$ cat config.mk
export PLATFORM = sky130hd
export DESIGN_NAME = fsnsu_ctrl
export DESIGN_NICKNAME = d
export VERILOG_FILES = /design/src/hdl/fsnsu_pkg.sv /design/src/hdl/fsnsu_ctrl.sv
export SDC_FILE = /design/constraint.sdc
export NUM_CORES = 1
export LEC_CHECK = 0
export BUFFER_PORTS_ARGS = -buffer_cell sky130_fd_sc_hd__buf_4
export CORE_UTILIZATION = 54
export DETAILED_ROUTE_END_ITERATION = 12
export PLACE_DENSITY = 0.84
export SYNTH_ARGS = -nofsm -noshare
export SYNTH_HDL_FRONTEND = slang
export SYNTH_SLANG_ARGS = --single-unit
$ cat constraint.sdc
create_clock -name clk -period 3.3 [get_ports clk]
set_input_delay 0.495 -clock clk [delete_from_list [all_inputs] [get_ports clk]]
set_output_delay 0.495 -clock clk [all_outputs]
set_load 0.03 [all_outputs]
$ cat src/hdl/fsnsu_pkg.sv
package fsnsu_pkg;

  localparam int          MAX_RESULTS = 64;
  localparam logic [20:0] PHASE_ONE   = 21'd65536;
  localparam logic [20:0] PHASE_MAX   = 21'h1FFFFF;
  localparam logic [20:0] PHASE_STEP_RST = 21'd65536;
  localparam logic [6:0]  TAP_COUNT_RST  = 7'd64;

  localparam logic REG_PHASE_STEP = 1'b0;
  localparam logic REG_TAP_COUNT  = 1'b1;

  localparam logic OP_LOAD_TAP = 1'b0;
  localparam logic OP_PUSH     = 1'b1;

  typedef enum logic [10:0] {
    ST_CLEAR = 11'b000_0000_0001,
    ST_IDLE  = 11'b000_0000_0010,
    ST_MAC   = 11'b000_0000_0100,
    ST_FILT  = 11'b000_0000_1000,
    ST_WARM  = 11'b000_0001_0000,
    ST_LOOP  = 11'b000_0010_0000,
    ST_N2    = 11'b000_0100_0000,
    ST_N3    = 11'b000_1000_0000,
    ST_COEF  = 11'b001_0000_0000,
    ST_TERM  = 11'b010_0000_0000,
    ST_OUT   = 11'b100_0000_0000
  } state_t;

  typedef struct packed {
    logic clear;
    logic load_tap;
    logic push;
    logic mac_step;
    logic filt;
    logic n2;
    logic n3;
    logic coef;
    logic term_step;
    logic emit;
    logic finish;
  } cmd_t;

  typedef struct packed {
    logic clr_done;
    logic k_done;
    logic term_done;
    logic busy;
    logic warm;
    logic loop_go;
    logic out_free;
  } sts_t;

  function automatic logic signed [17:0] sat18(input logic signed [63:0] x);
    logic signed [17:0] r;
    if (x > 64'sd131071) r = 18'sh1FFFF;
    else if (x < -64'sd131072) r = 18'sh20000;
    else r = x[17:0];
    return r;
  endfunction

endpackage

$ cat src/hdl/fsnsu_ctrl.sv
module fsnsu_ctrl (
  input  logic           clk,
  input  logic           rst_n,
  input  logic           in_fire,
  input  logic           in_op,
  input  fsnsu_pkg::sts_t sts,
  output fsnsu_pkg::cmd_t cmd,
  output logic           idle
);
  import fsnsu_pkg::*;

  state_t state_r, state_nxt;

  always_ff @(posedge clk) begin
    if (!rst_n) state_r <= ST_CLEAR;
    else        state_r <= state_nxt;
  end

  always_comb begin
    state_nxt = state_r;
    cmd       = '0;
    case (state_r)
      ST_CLEAR: begin
        cmd.clear = 1'b1;
        if (sts.clr_done) state_nxt = ST_IDLE;
      end
      ST_IDLE: begin
        if (in_fire) begin
          if (in_op == OP_PUSH) begin
            cmd.push  = 1'b1;
            state_nxt = ST_MAC;
          end else begin
            cmd.load_tap = 1'b1;
          end
        end
      end
      ST_MAC: begin
        cmd.mac_step = !sts.k_done;
        if (sts.k_done && !sts.busy) state_nxt = ST_FILT;
      end
      ST_FILT: begin
        cmd.filt  = 1'b1;
        state_nxt = ST_WARM;
      end
      ST_WARM: state_nxt = sts.warm ? ST_LOOP : ST_IDLE;
      ST_LOOP: begin
        if (sts.loop_go) begin
          state_nxt = ST_N2;
        end else begin
          cmd.finish = 1'b1;
          state_nxt  = ST_IDLE;
        end
      end
      ST_N2: begin
        cmd.n2    = 1'b1;
        state_nxt = ST_N3;
      end
      ST_N3: begin
        cmd.n3    = 1'b1;
        state_nxt = ST_COEF;
      end
      ST_COEF: begin
        cmd.coef  = 1'b1;
        state_nxt = ST_TERM;
      end
      ST_TERM: begin
        cmd.term_step = !sts.term_done;
        if (sts.term_done && !sts.busy) state_nxt = ST_OUT;
      end
      ST_OUT: begin
        if (sts.out_free) begin
          cmd.emit  = 1'b1;
          state_nxt = ST_LOOP;
        end
      end
      default: state_nxt = ST_CLEAR;
    endcase
  end

  assign idle = (state_r == ST_IDLE);

endmodule

# Yosys cells after proc, flatten, opt, wreduce, memory -nomap -nowiden
# Index checks and enable logic that the tools add are counted.
# Widths: inputs -> output; s select.
# word_totals
ff_bits	11
inputBits	11
word_cells	48
# classes
eq_ne	17
n_mux	24
reduce_logical	6
# op_table
cell	count
$pmux 11 s11	1
$mux 11	6
$mux 1	13
$ne 2x2->1 const B	6
$eq 11x1->1 const B	1
$eq 11x10->1 const B	1
$eq 11x11->1 const B	1
$eq 11x2->1 const B	1
$eq 11x3->1 const B	1
$eq 11x4->1 const B	1
$eq 11x5->1 const B	1
$eq 11x6->1 const B	1
$eq 11x7->1 const B	1
$eq 11x8->1 const B	1
$eq 11x9->1 const B	1
$mux 7	1
$mux 6	1
$reduce_and 6->1	1
$mux 2	2
$logic_not 1->1	3
$logic_and 1x1->1	2

# Logic depth before layout (Yosys ltp)
# logic_depth
ltp_word	4
mapped_depth	6
depth_no_buf	5

# Worst setup path before layout
# No wires, ideal clock.
# synth_timing
path_type	reg-to-output
from	register state_r[6]
to	output port cmd[9] (netlist bit)
arrival_time_ns	2.194
t_required_ns	2.805
path_slack_ns	0.611
stages_incl_launch_ff	6
n_path_buf	0
path_cell_list	dfxtp_1 > nor3_1 > nand2_1 > nor3_1 > nand2_1 > nor2_1
# synth_lines
element	line_no	text
start, declared	fsnsu_ctrl.sv:12	state_t state_r, state_nxt;
start signal, assigned	fsnsu_ctrl.sv:16	else state_r <= state_nxt;
end, declared	fsnsu_ctrl.sv:7	output fsnsu_pkg::cmd_t cmd,

==> results.py <==
metrics = {
    "final_layout": {
        "largest_reg_flops": 11,
        "diodes": 0,
        "syn_to_final_growth_pct": 21.1,
        "n_fill_cell": 115,
        "fin_area_sq_mm": 0.00103,
        "final_layout_size_suffix_gt1_frac": 0.250,
        "nets": 148,
        "final_common_cell": "buf_4",
        "final_core_util": 0.747,
        "final_cells": 151,
        "regMostFlops": "state_r",
        "layout_common_cells": "buf_4, nor2_1, dfxtp_1",
        "top_regs": "state_r x11",
    },
    "timing": {
        "fin_skew_ps": 10.2,
        "rsz0062_at_grt": "false",
        "slew_violations": 0,
        "max_freq_mhz": 401,
        "fin_tns_setup_ps": 0,
        "period_share": 0.756,
        "setup_viol": 0,
        "slew_headroom": 0.693,
        "hold_viol_final": 0,
        "tightest_slew_ps": 457,
        "fin_crit_ps": 2500,
    },
    "routing": {
        "routed_wl_um": 2200,
        "routedWlPerCell_um": 14.5,
        "num_vias": 961,
        "antenna_left": 0,
        "avgViaCountPerCell": 6.36,
        "dr.pass1.iters": 4,
        "drtIter0Drc": 37,
        "drc_errors": 0,
    },
    "clock_network": {
        "post_cts_resized": 0,
        "cts_tree": "yes",
        "worst_skew_pair.late_latency_ps": 270,
        "cts_buffer_depth": 2,
        "post-cts-setup-buffer-count": 0,
        "cts_htree_levels": 1,
        "root_buffer": "clkbuf_4",
        "clock_sinks": 11,
        "hold_buffers": 0,
        "clkTransAtPathRegs_ps": 80,
        "cts_inserted_buffers": 3,
    },
    "setup_path": {
        "crit_arrival_ps": 2000,
        "reg2reg_slack_ps": 1380,
        "reg2reg_from": "state_r[10]$_SDFFE_PN0P_",
        "timing.rr.end": "state_r[5]$_SDFFE_PN0P_",
        "crit_fanout": 8,
        "required_ps": 2800,
        "critPathLaunch": "state_r[7]$_SDFFE_PN0P_",
        "critPathLaunchType": "register",
        "critPathCaptureType": "primary output",
        "crit_type": "reg -> out",
        "crit_end": "cmd[9]",
        "r2r_cells": 5,
    },
    "synth": {
        "synth_xor_area_frac": 0.0103,
        "synth_compound_area_frac": 0.160,
        "ys_warn_count": 0,
        "synth-adder-area-share": 0,
        "ys.flop_type": "dfxtp_1",
        "synth_top_family_by_area": "simple AND/OR/NAND/NOR gates",
        "postSynthAreaPerCell_sq_um": 7.41,
        "async_flop_share": 0,
        "synth.yosys.seq_area_share": 0.258,
        "synth_fp_nets": 126,
        "netlist_instances": 115,
        "synth.distinct_cells": 37,
        "ys_seq_elements": 11,
        "synth_edf_count": 0,
        "synth-simple-area-share": 0.523,
        "muxShareOfSynthArea": 0,
        "syn_area_sq_um": 852,
    },
    "pwr": {
        "powerDensity_mw_per_mm2": 496,
        "fin_total_pwr_uw": 512,
        "ir_drop_uv": 306,
        "leakage_nw": 0.428,
    },
    "min_path": {
        "worstHoldStart": "rst_n",
        "hold_path_class": "in -> reg",
    },
    "run_status": {
        "status": "finished clean",
    },
    "grt": {
        "grt_pass1_vias": 830,
        "grt_max_degree": 10,
        "grt_pass1_wl_um": 3660,
        "grt_util_all_layers": 0.271,
        "antenna_found_initial": 0,
        "grt_overflow": 0,
    },
    "place": {
        "gp_congestion": 0.880,
        "dp_hpwl_um": 1690,
        "dp_cells": 147,
        "placedInstanceArea_sq_mm": 0.00101,
        "portBuffers": 22,
    },
    "floorplanning": {
        "start_util": 0.616,
        "core_sq_mm": 0.00138,
        "die_area_sq_mm": 0.00174,
        "io_pins": 23,
        "die_h_um": 41.7,
        "die_w_um": 41.7,
        "rows": 13,
    },
    "flow_run": {
        "maxCapViolCount": 0,
    },
}
## cell type report
type                       instances  area [sq um]  area share
timing repair buffer              22           165       0.160
clock buffer                       4          26.3      0.0255
tap                               15          18.8      0.0182
sequential                        11           220       0.213
multi-input combinational         96           591       0.572
inverter                           3          11.3      0.0109
## metrics by stage
stage | hold WS, ps | setup slack [ps]
5_1_grt | 467 | 664
3_5_place_dp | 627 | 1140
2_1_floorplan | 538 | 611
3_3_place_gp | 586 | 1220
4_1_cts | 471 | 829
6_report | 473 | 804
## cell families (layout without fill, tap and decap cells)
group | Yosys count | count (layout)
AO/OA/AOI/OAI | 21 | 21
XOR/XNOR | 1 | 1
buffers and inverters | 8 | 29
flip-flops | 11 | 11
AND/OR/NAND/NOR | 74 | 74
## how the worst min path moves through the flow
stage / end / cells past startpoint
finish: state_r[0]$_SDFFE_PN1P_ / 2
global route: state_r[0]$_SDFFE_PN1P_ / 2
CTS: state_r[0]$_SDFFE_PN1P_ / 2
detailed placement: state_r[10]$_SDFFE_PN0P_ / 2
global placement: state_r[10]$_SDFFE_PN0P_ / 2
floorplan: state_r[10]$_SDFFE_PN0P_ / 2
## critical path, cell delays in order, from the launching register on
cell	delay, ps
dfxtp_1	410
nor3_1	430
nand2_1	150
nor3_1	370
nand2_1	100
nor2_1	100
buf_4	170
## layer usage
metal | vias to the layer above | part of all wire | global-route usage
li1 | 472 | - | -
met1 | 444 | 0.43 | 0.349
met2 | 43 | 0.48 | 0.425
met3 | 2 | 0.082 | 0.0696
met4 | 0 | 0.0064 | 0.116
met5 | - | 0 | 0
## cell usage after synthesis, drive strengths merged (2+ instances only)
| master | number | area, sq um |
|---|---|---|
| or3 | 3 | 18.8 |
| nand4 | 4 | 31.3 |
| nand2b | 6 | 37.5 |
| o211ai | 2 | 15.0 |
| o21ai | 4 | 20.0 |
| nor3b | 2 | 15.0 |
| dfxtp | 11 | 220 |
| buf | 4 | 26.3 |
| nor4 | 7 | 80.1 |
| a21oi | 5 | 25.0 |
| nor4b | 2 | 17.5 |
| inv | 3 | 11.3 |
| nand2 | 11 | 46.3 |
| nor3 | 11 | 65.1 |
| a31oi | 2 | 12.5 |
| nor2 | 15 | 56.3 |
| o31ai | 2 | 15.0 |
| nor2b | 2 | 12.5 |
| nand3 | 8 | 40.0 |
## where the power goes
part	leakage, nW	switching (mW)	internal, mW	total, mW
combinational	0.324	0.144	0.0952	0.239
sequential	0.0891	0.0318	0.146	0.178
clock	0.0150	0.0481	0.0468	0.0950
Power figures use the tool's default switching activity.
